File: config.mk
export PLATFORM = sky130hd
export DESIGN_NAME = cordic_cartesian_to_polar_core
export DESIGN_NICKNAME = d
export VERILOG_FILES = /design/src/rtl/core/ccp_pkg.sv /design/src/rtl/core/cordic_cartesian_to_polar_core.sv
export VERILOG_INCLUDE_DIRS = /design/src /design/src/rtl/core
export SDC_FILE = /design/constraint.sdc
export NUM_CORES = 2
export LEC_CHECK = 0
export BUFFER_PORTS_ARGS = -buffer_cell sky130_fd_sc_hd__clkbuf_2
export CORE_ASPECT_RATIO = 1.2
export CORE_UTILIZATION = 45
export DETAILED_ROUTE_END_ITERATION = 6
export PLACE_DENSITY = 0.58
export SYNTH_ARGS = -nofsm -noshare
export SYNTH_HDL_FRONTEND = slang
export SYNTH_SLANG_ARGS = --single-unit
File: constraint.sdc
create_clock -name clock -period 23.4 [get_ports clock]
set_input_delay 1.17 -clock clock [delete_from_list [all_inputs] [get_ports clock]]
set_output_delay 1.17 -clock clock [all_outputs]
set_load 0.02 [all_outputs]
File: src/rtl/core/cordic_cartesian_to_polar_core_assert.svh
// assertion macros for the cartesian to polar core
`ifndef CORDIC_CARTESIAN_TO_POLAR_CORE_ASSERT_SVH
`define CORDIC_CARTESIAN_TO_POLAR_CORE_ASSERT_SVH

// same-cycle implication
`define CCP_ASSERT_IMP(label, clk, rst, ante, cons, msg) \
   label: assert property (@(posedge clk) disable iff (rst) (ante) |-> (cons)) \
      else $error(msg);

// next-cycle implication
`define CCP_ASSERT_NEXT(label, clk, rst, ante, cons, msg) \
   label: assert property (@(posedge clk) disable iff (rst) (ante) |=> (cons)) \
      else $error(msg);

`endif

File: src/rtl/core/ccp_pkg.sv
`timescale 1ns / 1ps

package ccp_pkg;

   localparam int ITERATIONS_DEFAULT = 16;
   localparam int ROM_SIZE           = 20;
   localparam int XY_W               = 18;
   localparam int ANG_W              = 16;
   localparam int IN_W               = 16;
   localparam int MAG_W              = 15;

   localparam logic signed [ANG_W-1:0] ANGLE_PI = 16'sd25736;

   // magnitude = floor((x * 60725 + 50000) / 100000), done as >> 5 then / 3125
   localparam logic [15:0] GAIN_NUM  = 16'd60725;
   localparam logic [15:0] ROUND_OFS = 16'd50000;
   localparam int          NUM_W     = 33;
   localparam int          PRE_SHIFT = 5;
   localparam int          DIV_IN_W  = NUM_W - PRE_SHIFT;
   localparam int          RECIP_W   = 29;
   // ceil(2^40 / 3125), exact for every value below 2^40 / 3125
   localparam logic [RECIP_W-1:0] RECIP = 29'd351843721;
   localparam int          RECIP_SH  = 40;
   localparam int          PROD_W    = DIV_IN_W + RECIP_W;
   localparam int          QUO_W     = PROD_W - RECIP_SH;
   localparam logic [QUO_W-1:0] MAG_MAX = 17'd32767;

   // atan(2^-j) * 8192, rounded
   function automatic logic [12:0] atan_rom(input int j);
      logic [12:0] v;
      unique case (j)
         0:       v = 13'd6434;
         1:       v = 13'd3798;
         2:       v = 13'd2007;
         3:       v = 13'd1019;
         4:       v = 13'd511;
         5:       v = 13'd256;
         6:       v = 13'd128;
         7:       v = 13'd64;
         8:       v = 13'd32;
         9:       v = 13'd16;
         10:      v = 13'd8;
         11:      v = 13'd4;
         12:      v = 13'd2;
         13:      v = 13'd1;
         default: v = 13'd0;
      endcase
      return v;
   endfunction

endpackage

File: src/rtl/core/cordic_cartesian_to_polar_core.sv
// pipeline: the input stage loads at the transfer edge, then come the cordic
// micro-rotation stages, the gain multiply, reciprocal multiply and output register
// stages; all of them hold while rsp_tvalid is high and rsp_tready is low
// throughput: one point per cycle while the output is not stalled; after a stall a
// point held in the input skid register drains into the first stage while req_tready is low
// reset: synchronous, clears all valid bits and the skid full flag
`timescale 1ns / 1ps

`include "cordic_cartesian_to_polar_core_assert.svh"

module cordic_cartesian_to_polar_core #(
   parameter int ITERATIONS = ccp_pkg::ITERATIONS_DEFAULT
) (
   input  logic        clock,
   input  logic        reset,
   input  logic        req_tvalid,
   output logic        req_tready,
   input  logic [31:0] req_tdata,   // point_x [15:0], point_y [31:16]
   output logic        rsp_tvalid,
   input  logic        rsp_tready,
   output logic [31:0] rsp_tdata    // magnitude [14:0], angle [30:15], zero [31]
);

   import ccp_pkg::*;

   logic enable;
   logic accept;

   // input skid register
   logic                 skid_full_ff, skid_full_in;
   logic [IN_W-1:0]      skid_x_ff, skid_y_ff;

   logic signed [IN_W-1:0] src_x, src_y;

   // cordic stages, index 0 is the input stage
   logic                    vld_ff [0:ITERATIONS];
   logic signed [XY_W-1:0]  x_ff   [0:ITERATIONS];
   logic signed [XY_W-1:0]  y_ff   [0:ITERATIONS];
   logic signed [ANG_W-1:0] th_ff  [0:ITERATIONS];
   logic                    mir_ff [0:ITERATIONS];
   logic                    pos_ff [0:ITERATIONS];

   logic signed [XY_W-1:0]  x0_in;

   // gain multiply stage
   logic                    a_vld_ff;
   logic                    a_zero_ff, a_zero_in;
   logic signed [ANG_W-1:0] a_ang_ff, a_ang_in;
   logic [NUM_W-1:0]        a_num_ff, a_num_in;

   // reciprocal multiply stage
   logic                    b_vld_ff;
   logic                    b_zero_ff;
   logic signed [ANG_W-1:0] b_ang_ff;
   logic [PROD_W-1:0]       b_prod_ff, b_prod_in;

   // output register
   logic                    rsp_vld_ff;
   logic [MAG_W-1:0]        rsp_mag_ff, rsp_mag_in;
   logic signed [ANG_W-1:0] rsp_ang_ff;
   logic [QUO_W-1:0]        quo;

   assign enable     = !rsp_vld_ff || rsp_tready;
   assign req_tready = !skid_full_ff;
   assign accept     = req_tvalid && req_tready;

   assign rsp_tvalid = rsp_vld_ff;
   assign rsp_tdata  = {1'b0, rsp_ang_ff, rsp_mag_ff};

   // skid register
   always_comb begin
      skid_full_in = skid_full_ff;
      if (enable) begin
         skid_full_in = 1'b0;
      end else if (accept) begin
         skid_full_in = 1'b1;
      end
   end

   always_ff @(posedge clock) begin
      if (reset) begin
         skid_full_ff <= 1'b0;
      end else begin
         skid_full_ff <= skid_full_in;
      end
   end

   always_ff @(posedge clock) begin
      if (!enable && accept) begin
         skid_x_ff <= req_tdata[15:0];
         skid_y_ff <= req_tdata[31:16];
      end
   end

   // input stage, mirror negative x
   always_comb begin
      src_x = skid_full_ff ? skid_x_ff : req_tdata[15:0];
      src_y = skid_full_ff ? skid_y_ff : req_tdata[31:16];
      x0_in = src_x[IN_W-1] ? -XY_W'(src_x) : XY_W'(src_x);
   end

   always_ff @(posedge clock) begin
      if (reset) begin
         vld_ff[0] <= 1'b0;
      end else if (enable) begin
         vld_ff[0] <= skid_full_ff || accept;
      end
   end

   always_ff @(posedge clock) begin
      if (enable) begin
         x_ff[0]   <= x0_in;
         y_ff[0]   <= XY_W'(src_y);
         th_ff[0]  <= '0;
         mir_ff[0] <= src_x[IN_W-1];
         pos_ff[0] <= !src_y[IN_W-1] && (src_y != '0);
      end
   end

   // micro-rotation stages
   for (genvar k = 1; k <= ITERATIONS; k++) begin : g_stage
      localparam int J = k - 1;
      localparam logic signed [ANG_W-1:0] ROM_J = ANG_W'(atan_rom(J));

      logic signed [XY_W-1:0]  neg_x, neg_y, dx, dy;
      logic signed [XY_W-1:0]  x_in, y_in;
      logic signed [ANG_W-1:0] th_in;

      always_comb begin
         neg_x = -x_ff[k-1];
         neg_y = -y_ff[k-1];
         if (y_ff[k-1][XY_W-1]) begin
            dx    = x_ff[k-1] >>> J;
            dy    = y_ff[k-1] >>> J;
            th_in = th_ff[k-1] - ROM_J;
         end else begin
            dx    = neg_x >>> J;
            dy    = neg_y >>> J;
            th_in = th_ff[k-1] + ROM_J;
         end
         x_in = x_ff[k-1] - dy;
         y_in = y_ff[k-1] + dx;
      end

      always_ff @(posedge clock) begin
         if (reset) begin
            vld_ff[k] <= 1'b0;
         end else if (enable) begin
            vld_ff[k] <= vld_ff[k-1];
         end
      end

      always_ff @(posedge clock) begin
         if (enable) begin
            x_ff[k]   <= x_in;
            y_ff[k]   <= y_in;
            th_ff[k]  <= th_in;
            mir_ff[k] <= mir_ff[k-1];
            pos_ff[k] <= pos_ff[k-1];
         end
      end
   end

   // angle correction and gain multiply
   always_comb begin
      a_zero_in = x_ff[ITERATIONS][XY_W-1] || (x_ff[ITERATIONS] == '0);
      a_num_in  = NUM_W'(x_ff[ITERATIONS][XY_W-2:0]) * NUM_W'(GAIN_NUM)
                  + NUM_W'(ROUND_OFS);
      if (!mir_ff[ITERATIONS]) begin
         a_ang_in = th_ff[ITERATIONS];
      end else if (pos_ff[ITERATIONS]) begin
         a_ang_in = ANGLE_PI - th_ff[ITERATIONS];
      end else begin
         a_ang_in = -ANGLE_PI - th_ff[ITERATIONS];
      end
   end

   // divide by 3125 through the reciprocal
   assign b_prod_in = PROD_W'(a_num_ff[NUM_W-1:PRE_SHIFT]) * PROD_W'(RECIP);

   always_comb begin
      quo = b_prod_ff[PROD_W-1:RECIP_SH];
      if (b_zero_ff) begin
         rsp_mag_in = '0;
      end else if (quo > MAG_MAX) begin
         rsp_mag_in = MAG_MAX[MAG_W-1:0];
      end else begin
         rsp_mag_in = quo[MAG_W-1:0];
      end
   end

   always_ff @(posedge clock) begin
      if (reset) begin
         a_vld_ff   <= 1'b0;
         b_vld_ff   <= 1'b0;
         rsp_vld_ff <= 1'b0;
      end else if (enable) begin
         a_vld_ff   <= vld_ff[ITERATIONS];
         b_vld_ff   <= a_vld_ff;
         rsp_vld_ff <= b_vld_ff;
      end
   end

   always_ff @(posedge clock) begin
      if (enable) begin
         a_zero_ff  <= a_zero_in;
         a_ang_ff   <= a_ang_in;
         a_num_ff   <= a_num_in;
         b_zero_ff  <= a_zero_ff;
         b_ang_ff   <= a_ang_ff;
         b_prod_ff  <= b_prod_in;
         rsp_mag_ff <= rsp_mag_in;
         rsp_ang_ff <= b_ang_ff;
      end
   end

   `CCP_ASSERT_NEXT(a_skid_holds, clock, reset, skid_full_ff && !enable, skid_full_ff, "skid lost a transfer")
   `CCP_ASSERT_NEXT(a_skid_fill, clock, reset, accept && !enable, skid_full_ff, "stalled transfer not stored")
   `CCP_ASSERT_IMP(a_mirror_pos, clock, reset, vld_ff[0], !x_ff[0][XY_W-1], "mirrored x is negative")
   `CCP_ASSERT_NEXT(a_tail_moves, clock, reset, b_vld_ff && enable, rsp_vld_ff, "result dropped at output")

endmodule

# [Word level (Yosys, flattened, before mapping)]
# Memories as Yosys holds them, arrays and structs flattened. A register that Yosys moved wholly into a read port is not among the register bits.
# Cells that the tools add are included.
# W data, S select, Z words.
[totals] register_bits=190 mem_bits_rw=935 inputBits=36 out_inout_bits=34 word_cells=223 mem_count=6
[mem_list] memory="x_ff" words=17 width=18 read_ports=17 rd_clocked_by_memory_dff=0 write_ports=17 line_no="cordic_cartesian_to_polar_core.sv:37" rtl="logic signed [XY_W-1:0] x_ff [0:ITERATIONS];"
[mem_list] memory="y_ff" words=17 width=18 read_ports=16 rd_clocked_by_memory_dff=0 write_ports=17 line_no="cordic_cartesian_to_polar_core.sv:38" rtl="logic signed [XY_W-1:0] y_ff [0:ITERATIONS];"
[mem_list] memory="th_ff" words=17 width=16 read_ports=17 rd_clocked_by_memory_dff=0 write_ports=17 line_no="cordic_cartesian_to_polar_core.sv:39" rtl="logic signed [ANG_W-1:0] th_ff [0:ITERATIONS];"
[mem_list] memory="mir_ff" words=17 width=1 read_ports=17 rd_clocked_by_memory_dff=0 write_ports=17 line_no="cordic_cartesian_to_polar_core.sv:40" rtl="logic mir_ff [0:ITERATIONS];"
[mem_list] memory="pos_ff" words=17 width=1 read_ports=17 rd_clocked_by_memory_dff=0 write_ports=17 line_no="cordic_cartesian_to_polar_core.sv:41" rtl="logic pos_ff [0:ITERATIONS];"
[mem_list] memory="vld_ff" words=17 width=1 read_ports=17 rd_clocked_by_memory_dff=1 write_ports=17 line_no="cordic_cartesian_to_polar_core.sv:36" rtl="logic vld_ff [0:ITERATIONS];"
[op_classes] addsub=96 multipliers=2 n_lt_le_gt_ge=1 muxes=75 bitwise=17 n_reduce_logical=13
[ops] cell="$mux W18" count=33
[ops] cell="$neg A18 Y18" count=32
[ops] cell="$add A18 B18 Y18" count=16
[ops] cell="$mux W16" count=18
[ops] cell="$sub A18 B18 Y18" count=16
[ops] cell="$mul A28 B29 Y57 const B" count=1
[ops] cell="$add A33 B16 Y33 const B" count=1
[ops] cell="$mul A17 B16 Y33 const B" count=1
[ops] cell="$add A16 B10 Y16 const B" count=2
[ops] cell="$sub A16 B10 Y16 const B" count=2
[ops] cell="$sub A16 B16 Y16 const A" count=2
[ops] cell="$mux W1" count=23
[ops] cell="$logic_not A18 Y1" count=1
[ops] cell="$neg A16 Y18" count=1
[ops] cell="$gt A17 B15 Y1 const B" count=1
[ops] cell="$or A1 B1 Y1" count=17
[ops] cell="$add A16 B11 Y16 const B" count=1
[ops] cell="$add A16 B12 Y16 const B" count=1
[ops] cell="$add A16 B13 Y16 const B" count=1
[ops] cell="$add A16 B14 Y16 const B" count=1
[ops] cell="$add A16 B2 Y16 const B" count=1
[ops] cell="$add A16 B3 Y16 const B" count=1
[ops] cell="$add A16 B4 Y16 const B" count=1
[ops] cell="$add A16 B5 Y16 const B" count=1
[ops] cell="22 further kinds" count=29

# [Logic depth before layout (Yosys ltp)]
[logic_depth] ltp_word=6 ltp_mapped=25 ltp_nobuf=25

# [Least setup slack after synthesis]
# No wires, ideal clock.
[synth_timing] path_kind="input to register" start="input rsp_tready" end="register a_ang_ff[10], enable pin" setup_time_ns=1.294 arrival_ns=19.758 required_ns=22.106 path_slack_ns=2.348 cell_stages=3 path_buffers=1 path_cell_list="nor2b_1 clkbuf_1 inv_1"
[synth_between] elab_chain_cells=1
[synth_lines] item="start: declaration" line_no="cordic_cartesian_to_polar_core.sv:20" rtl="input logic rsp_tready,"
[synth_lines] item="$logic_or A1 B1 Y1" line_no="cordic_cartesian_to_polar_core.sv:63" rtl="assign enable = !rsp_vld_ff || rsp_tready;"
[synth_lines] item="end signal: assignment" line_no="cordic_cartesian_to_polar_core.sv:207" rtl="a_ang_ff <= a_ang_in;"
[synth_lines] item="end: declaration" line_no="cordic_cartesian_to_polar_core.sv:48" rtl="logic signed [ANG_W-1:0] a_ang_ff, a_ang_in;"
# Every way passes these cells.
# A chain may end at the register's enable or synchronous reset.

# [Worst setup path in the final report]
[layout_timing] start="register a_num_ff[16]" end="register b_prod_ff[55], data pin"
[layout_between] elab_chain_cells=1
[layout_lines] item="start: declaration" line_no="cordic_cartesian_to_polar_core.sv:49" rtl="logic [NUM_W-1:0] a_num_ff, a_num_in;"
[layout_lines] item="start signal: assignment" line_no="cordic_cartesian_to_polar_core.sv:208" rtl="a_num_ff <= a_num_in;"
[layout_lines] item="$mul A28 B29 Y57" line_no="cordic_cartesian_to_polar_core.sv:179" rtl="assign b_prod_in = PROD_W'(a_num_ff[NUM_W-1:PRE_SHIFT]) * PROD_W'(RECIP);"
[layout_lines] item="net b_prod_in[55]" line_no="cordic_cartesian_to_polar_core.sv:55" rtl="logic [PROD_W-1:0] b_prod_ff, b_prod_in;"
[layout_lines] item="end signal: assignment" line_no="cordic_cartesian_to_polar_core.sv:211" rtl="b_prod_ff <= b_prod_in;"
[layout_lines] item="end: declaration" line_no="cordic_cartesian_to_polar_core.sv:55"
# The timed path passes the listed nets, and every way through them passes these cells.

==> metrics.cfg <==
[yosys]
synth_seq_area_share=0.359
synth.area.top_cells=edfxtp_1, ha_1, fa_1, xnor2_1, inv_1
yosys_warnings=0
async_flop_share=0
synth-seq-cells=1010
synth_cell_types=89
syn_inst=7901
synth_edf_count=1006
synth_top_cell_area_share=0.358
synth.avg_cell_area_um2=10.7
synth_area_leader_cell=edfxtp_1
synth-main-ff-cell=edfxtp_1
syn_area_mm2=0.0843

[min_path]
whs_endpoint=th_ff[0][129]$_DFFE_PN_
hold_path_depth=0
hp-start=th_ff[0][113]$_DFFE_PN_
hold_class=flop to flop

[global_routing]
grt_pass1_vias=57500
top_usage_layer=met2
grt_pass1_wl_um=307000
grtUsageMet1=0.247
grtUsageMet3=0.0195
track_usage=0.204
grt_max_degree=177
overflow=0
antenna_found_initial=2
met2_usage=0.370

[clock_tree]
cts_buffers=111
cts_tree=built
clk_latency_ns=0.77
post_cts_resized=0
cts_sinks=1010
ctsHoldBuffers=0
cts_max_path_buffers=3
postCtsSetupBuffers=0
h-tree-depth=3
clk_pin_slew_ns=0.06
clockRootBuffer=clkbuf_16

[floorplanning]
initial_core_util=0.454
die_w_um=397
die-area_mm2=0.189
die_h_um=476
coreArea_mm2=0.186
rows=173
io_pins=70

[worst_setup_path]
worst-path-max-fanout=8
rr_startpoint=a_num_ff[16]$_DFFE_PN_
r2r_cells=23
crit_type=flop to flop
arrival_ns=8.01
r2r-end=b_prod_ff[55]$_DFFE_PN_
r2r_slack_ns=15.85
critPathRequiredTime_ns=23.86
start_kind=flop
end_kind=flop

[timing]
hold_slack_ns=0.393
finalCritPeriodShare=0.322
max_freq_mhz=133
slew_viol_final=0
tns_ns=0
final_hold_viol_count=0
period_needed_ns=7.55
skew_ns=0.0537
tightest_slew_ns=1.25
rsz0062_at_grt=false
slew-limit-headroom=0.162
finalSetupViolCount=0

[detailed_routing]
drc=0
routed_wl_um=195000
wl_per_cell_um=18.3
vias_per_cell=5.33
first_pass_iters=5
ant_nets=0
dr_total_vias=56600
drtIter0Drc=2618

[final_layout]
nNetsFinal=9696
area_growth_pct=8.84
drive_gt1_frac=0.0466
multi_input_comb_area_mm2=0.0504
fillerInstances=16900
ff_latch_area_mm2=0.0303

[status]
status=completed

[placement]
dp_hpwl_um=159000
port_buffers=67
gp_congestion=0.935

[flow_run]
drv_cap=0

==> cells by family after synthesis <==
group           share of synthesized area
compound gates                      0.107
fa+ha+maj                           0.273
mux                               0.00545
xor+xnor                           0.0999
simple gates                        0.112
flops                               0.359
other cells                     0.0000445
buf+inv                            0.0430
==> cell usage in the layout (no fill, tap or decap), types with 244 or more instances in the layout <==
cell type  instances
ha_1            1142
edfxtp_1        1006
inv_1            912
nor2_1           706
xnor2_1          655
a21oi_1          469
fa_1             436
xor2_1           305
nand2_1          269
o21ai_0          244
==> through the flow <==
| step | std cells | area, um^2 | utilization | setup slack [ns] |
|---|---|---|---|---|
| final | 10600 | 91800 | 0.494 | 15.85 |
| after global routing | 10600 | 91800 | 0.494 | 15.41 |
| after CTS | 10600 | 91800 | 0.494 | 15.77 |
| after detailed placement | 10400 | 87900 | 0.474 | 15.83 |
| after global placement | 10400 | 87900 | 0.474 | 15.87 |
| after floorplan | 7904 | 84300 | - | 2.35 |
==> worst max path at each step <==
stage	start	to	slack [ns]	cells past startpoint
4_1_cts	a_num_ff[16]$_DFFE_PN_	b_prod_ff[55]$_DFFE_PN_	15.77	23
5_1_grt	a_num_ff[16]$_DFFE_PN_	b_prod_ff[55]$_DFFE_PN_	15.41	23
2_1_floorplan	rsp_tready	a_ang_ff[10]$_DFFE_PN_	2.35	3
6_report	a_num_ff[16]$_DFFE_PN_	b_prod_ff[55]$_DFFE_PN_	15.85	23
3_3_place_gp	a_num_ff[16]$_DFFE_PN_	b_prod_ff[56]$_DFFE_PN_	15.87	23
3_5_place_dp	a_num_ff[16]$_DFFE_PN_	b_prod_ff[55]$_DFFE_PN_	15.83	23
==> state kept, by name, indices dropped and copies added (netlist names), 16 cells and up <==
register   count
skid_y_ff     16
y_ff         286
b_prod_ff     17
pos_ff        17
th_ff        225
skid_x_ff     16
x_ff         305
vld_ff        17
mir_ff        17
a_num_ff      28
==> cells in the mapped netlist (22+ instances only) <==
cell type,n
nand4_1,26
a21o_1,128
or4_1,22
nor2b_1,79
a211oi_1,60
o21bai_1,95
and2_1,83
or2_2,24
o21ai_0,244
nand3_1,120
xor2_1,305
o31ai_1,30
a21oi_1,469
nor3b_1,24
nand2b_1,74
o21ai_1,35
o41ai_1,38
clkbuf_1,37
or3_1,74
and3_1,81
o211ai_1,24
o21a_1,66
edfxtp_1,1006
nor3_1,229
mux2_2,23
nand2_1,269
inv_1,913
nor2_1,706
ha_1,1142
xnor2_1,655
nor4_1,67
fa_1,436
==> area by class of cell <==
cell class | count | share of cell area
clock buffer | 139 | 0.0320
sequential | 1010 | 0.330
antenna | 1 | 0.0000273
timing repair buffer | 111 | 0.00766
tap | 2450 | 0.0334
inverter | 918 | 0.0376
clock inverter | 70 | 0.00964
multi-input combinational | 5930 | 0.550
==> per-layer routing <==
layer | vias up | part of all wire
li1 | 28300 | -
met2 | 692 | 0.51
met3 | 275 | 0.025
met4 | 0 | 0.040
met5 | - | 0
met1 | 27300 | 0.43
==> worst max-delay path: stages (launching register included) <==
cell and delay (ns):
edfxtp_1 0.79, inv_1 0.14, fa_1 0.49, fa_1 0.56, inv_1 0.05, fa_1 0.47, inv_1 0.05, fa_1 0.50
inv_1 0.06, fa_1 0.49, fa_1 0.50, inv_1 0.05, fa_1 0.48, inv_1 0.05, ha_1 0.30, and3_1 0.20
and2_1 0.17, a31oi_1 0.16, o211ai_1 0.16, and2_1 0.19, nor3_1 0.71, a211oi_1 0.24, nor3b_1 0.31, xnor2_1 0.11
Power is not shown: default switching activity piles up to over one toggle a cycle in this logic, so the estimate is an artifact.
